--- src/design/bba_pkg.sv ---
// shared constants and types for the buddy block allocator
package bba_pkg;
  localparam int unsigned OrderCapDefault = 10;
  localparam int unsigned ReqW = 23;
  localparam int unsigned OffW = 23;
  localparam int unsigned OrdW = 4;
  localparam int unsigned StatW = 2;
  localparam int unsigned CfgIdxW = 2;
  localparam int unsigned CfgDataW = 13;
  localparam int unsigned UnitW = 13;
  localparam int unsigned HdrW = 7;

  typedef enum logic [CfgIdxW-1:0] {
    CFG_MIN_BLOCK = 2'd0,
    CFG_POOL_ORDER = 2'd1,
    CFG_HEADER = 2'd2,
    CFG_NONE = 2'd3
  } cfg_idx_e;

  typedef enum logic [StatW-1:0] {
    ST_OK = 2'd0,
    ST_NO_SPACE = 2'd1,
    ST_ZERO = 2'd2,
    ST_FREE_IGN = 2'd3
  } status_e;

  localparam logic OP_ALLOC = 1'b0;
  localparam logic OP_FREE = 1'b1;

  // round up to a multiple of eight
  function automatic logic [UnitW:0] round8(input logic [UnitW-1:0] x);
    logic [UnitW:0] s;
    s = {1'b0, x} + (UnitW+1)'(7);
    return s & ~(UnitW+1)'(7);
  endfunction
endpackage

--- src/design/bba_mul.sv ---
// shift-add multiplier for the payload offset, one bit per cycle
module bba_mul #(
  parameter int unsigned AW = 10
) (
  input  logic                   clk_i,
  input  logic                   rst_ni,
  input  logic                   start_i,
  input  logic [AW-1:0]          a_i,
  input  logic [bba_pkg::OffW-1:0] b_i,
  output logic                   busy_o,
  output logic [bba_pkg::OffW-1:0] p_o
);
  logic [AW-1:0] a_q;
  logic [bba_pkg::OffW-1:0] b_q, p_q;
  logic busy_q;

  // one multiplier bit a cycle, low bit first
  always_ff @(posedge clk_i or negedge rst_ni) begin
    if (!rst_ni) begin
      busy_q <= 1'b0;
    end else if (start_i) begin
      busy_q <= 1'b1;
    end else if (busy_q && a_q == '0) begin
      busy_q <= 1'b0;
    end
  end

  always_ff @(posedge clk_i) begin
    if (start_i) begin
      a_q <= a_i;
      b_q <= b_i;
      p_q <= '0;
    end else if (busy_q && a_q != '0) begin
      if (a_q[0]) p_q <= p_q + b_q;
      a_q <= a_q >> 1;
      b_q <= b_q << 1;
    end
  end

  assign busy_o = busy_q;
  assign p_o = p_q;
endmodule

--- config.mk ---
export PLATFORM = sky130hd
export DESIGN_NAME = bba_mul
export DESIGN_NICKNAME = d
export VERILOG_FILES = /design/src/design/bba_pkg.sv /design/src/design/bba_mul.sv
export SDC_FILE = /design/constraint.sdc
export NUM_CORES = 1
export LEC_CHECK = 0
export BUFFER_PORTS_ARGS = -buffer_cell sky130_fd_sc_hd__clkbuf_2
export CORE_ASPECT_RATIO = 0.7
export CORE_MARGIN = 8
export CORE_UTILIZATION = 44
export DETAILED_ROUTE_END_ITERATION = 8
export PLACE_DENSITY = 0.67
export RECOVER_POWER = 25
export SLEW_MARGIN = 20
export SYNTH_ARGS = -nofsm -noshare
export SYNTH_HDL_FRONTEND = slang
export SYNTH_SLANG_ARGS = --single-unit
--- constraint.sdc ---
create_clock -name clk_i -period 2.5 [get_ports clk_i]
set_input_delay 0.125 -clock clk_i [delete_from_list [all_inputs] [get_ports clk_i]]
set_output_delay 0.125 -clock clk_i [all_outputs]
set_load 0.02 [all_outputs]
==> impl_results.md <==
* Chip width at 120.2 um
* Final ANT Viol Nets at 0
* Dominant cells by area after synthesis: edfxtp_1 (30%), dfxtp_1 (14%), mux2_2 (10%), ha_1 (8.2%), a21oi_1 (4.9%)
* Sequential area share after synthesis at 0.4411
* Setup Skew at 0.01331 ns
* Reg2Reg Setup Slack at -0.06 ns
* GPL Wtd Cong at 0.8773
* Register area at 1479 um^2
* Pin count of the biggest net entering global routing at 31
* Number of synthesized flops with an enable pin at 33
* Final Hold Viols at 0
* Critical Path Fanout Max at 3
* Initial Utilization at 0.4552
* Total CTS buffers at 9
* Measured slew at the worst slew-check pin at 0.6666 ns
* Share of layout cells above drive strength 1 at 0.3309
* Final instance count without filler cells at 506
* Seq cells post-synth at 57
* ANT cells at 0
* Die H at 88.97 um
* Fin worst setup slack at -0.05928 ns
* Vias/cell at 5.476
* Crit Reg-Reg Endpoint: p_o[22]
* Core footprint at 7352 um^2
* LEAKAGE at 0.001771 uW
* First-pass GRT wire length at 13,830 um
* Worst path arrival time at 2.80 ns
* Clock Tree Root: clkbuf_8
* DRT Pass-1 Iters at 4
* YS warnings at 0
* Yosys top cell by area: edfxtp_1
* Tmin final at 2.559 ns
* Required time of the critical path at 2.74 ns
* Placed insts at 487
* Drt initial violations at 189
* DR DRC count at 0
* Failing checks: setup timing
* Hpwl dp at 6197 um
* Buffers on Ports at 59
* Post-synth top flop: edfxtp_1
* Die ar. at 10,700 um^2
* Worst Hold End: b_q[0]
* Core Util, Final at 0.5679
* Critical hold path startpoint: b_i[0]
* # IOs at 60
* Setup TNS at -0.05928 ns
* Site row count at 26
* Rel. slew slack at 0.5556
* MaxCap Viol Count at 0
* Gr ovfl total at 0
* Area share of the largest cell type after synthesis at 0.2961
* Status: finished with violations
* Vias in the first global route at 2,780
* Clock Sinks at 57
* Hold path depth at 2
* R2R depth at 10
* RR Startpoint: b_q[0]
* CTS tree: built
* Asr flop ratio synth at 0.01754
* Layout fillers at 682
* Vias at 2,771
* Most common cell in the netlist: nand2_1
* Mapped Cells at 325
* Pins Over Slew Limit at 0
* Fmax at 390.7 MHz
* Cell area after layout at 4175 um^2
* Post-Syn Area at 3347 um^2
* GRT Overall Usage at 0.1636
* Commonest cells in the netlist: nand2_1 (42), a21oi_1 (33), edfxtp_1 (33)
* WS Path Type: flip-flop to flip-flop
* CTS clk-pin slew, worst paths at 0.06 ns
* VDD IR max at 0.4334 mV
* Mean Syn Cell Area at 10.30 um^2
* Clk Latency, worst-skew pair at 0.35 ns
* H-tree lvl count at 3
* Cell Pwr Density at 903.4 nW/um^2
* Routed WL per cell at 16.70 um
* Total power draw at 3772 uW
* Final wirelength at 8448 um
* Initial antenna violation count at 0
* Critical Path Sink Type: flip-flop
* Tcrit/Tclk final at 1.024
* Mapped Nets at 384
* # setup viols final at 1
* Min-delay worst type: input port to flip-flop
* Nets@finish at 462
* Netlist cell types at 52
* RSZ-0062 raised after global routing: yes
* Clock buffer depth at 2
* Area delta synth->final at 24.75%
* Cell Area, Placed at 3865 um^2
* Multi-input combinational cell area at 1852 um^2
* Critical Path Start Type: flip-flop
==> layout by cell type (no fill, tap or decap), types with 4 or more instances in the layout <==
cell	Yosys	layout
inv_1	5	5
mux2_2	31	31
nor3_1	4	4
nand3_1	11	11
edfxtp_1	33	33
a21o_1	7	7
o21ai_0	14	13
xor2_1	6	6
clkbuf_2	0	52
ha_1	22	20
a21oi_1	33	31
xnor2_1	6	6
buf_4	0	19
clkbuf_8	0	10
dfxtp_1	23	21
o21bai_1	4	4
clkbuf_1	6	8
nand2_1	42	42
nor2_1	14	14
==> per-layer routing <==
layer	vias to the layer above	GRT usage	share of wire	wire, um
li1	1377	-	-	-
met1	1294	0.2131	0.48	4073
met2	87	0.2482	0.43	3659
met3	13	0.05804	0.071	602
met4	0	0.05418	0.013	112
met5	-	0	0	0
==> power by group <==
group,internal [uW],switching (uW),leakage (uW)
registers,1150,121,0.000553
logic,624,805,0.00110
clock network,687,381,0.000120
==> cell families after synthesis <==
family	after synthesis	synth area share
XOR/XNOR	12	0.03140
AND/OR/NAND/NOR	98	0.1424
buffers and inverters	18	0.02318
flip-flops	57	0.4411
multiplexers	32	0.1073
adder cells (fa/ha/maj)	23	0.08822
AO/OA/AOI/OAI	85	0.1664
==> critical path, cell delays in order, from the launching register on <==
cell and delay [ns]:
edfxtp_1 0.35, ha_1 0.17, inv_1 0.06, fa_2 0.34
and2b_1 0.24, o2111ai_2 0.13, a211oi_2 0.30, o211ai_2 0.15
a21oi_2 0.17, mux2i_1 0.21, mux2_2 0.34
==> area by class of cell <==
| cell class | instances | area share |
|---|---|---|
| Clock buffer | 11 | 0.03386 |
| Clock inverter | 5 | 0.02457 |
| Inverter | 5 | 0.004495 |
| Multi-Input combinational cell | 250 | 0.4435 |
| Sequential cell | 57 | 0.3542 |
| Tap cell | 98 | 0.02937 |
| Timing Repair Buffer | 80 | 0.1100 |
==> how the worst max path moves through the flow <==
stage                 from  cells after the start       to
floorplan           p_o[0]                     10  p_o[22]
global placement    b_q[0]                     10  p_o[22]
detailed placement  b_q[0]                     10  p_o[22]
CTS                 b_q[0]                     10  p_o[22]
global route        b_q[0]                     10  p_o[22]
finish              b_q[0]                     10  p_o[22]
==> per-stage QoR <==
stage	worst slack, ns	hold slack (ns)
after floorplan	0.003535	-0.1706
after global placement	0.03399	-0.09940
after detailed placement	-0.05137	-0.09786
after CTS	-0.05615	0.04316
after global routing	-0.2257	0.04785
final	-0.05928	0.05598
==> state kept, by name (all words and copies together), names as in the netlist <==
register,flops
p_o,23
b_q,23
a_q,10
busy_o,1
==> repair_timing <==
action,4_1_cts,5_1_grt
buffers inserted,0,2
pin swaps,0,4
setup endpoints to repair,2,7
hold buffers,1,0
hold endpoints to repair,1,0
gates cloned,0,0
gates resized for setup,1,10
(Power assumes the default switching activity.)
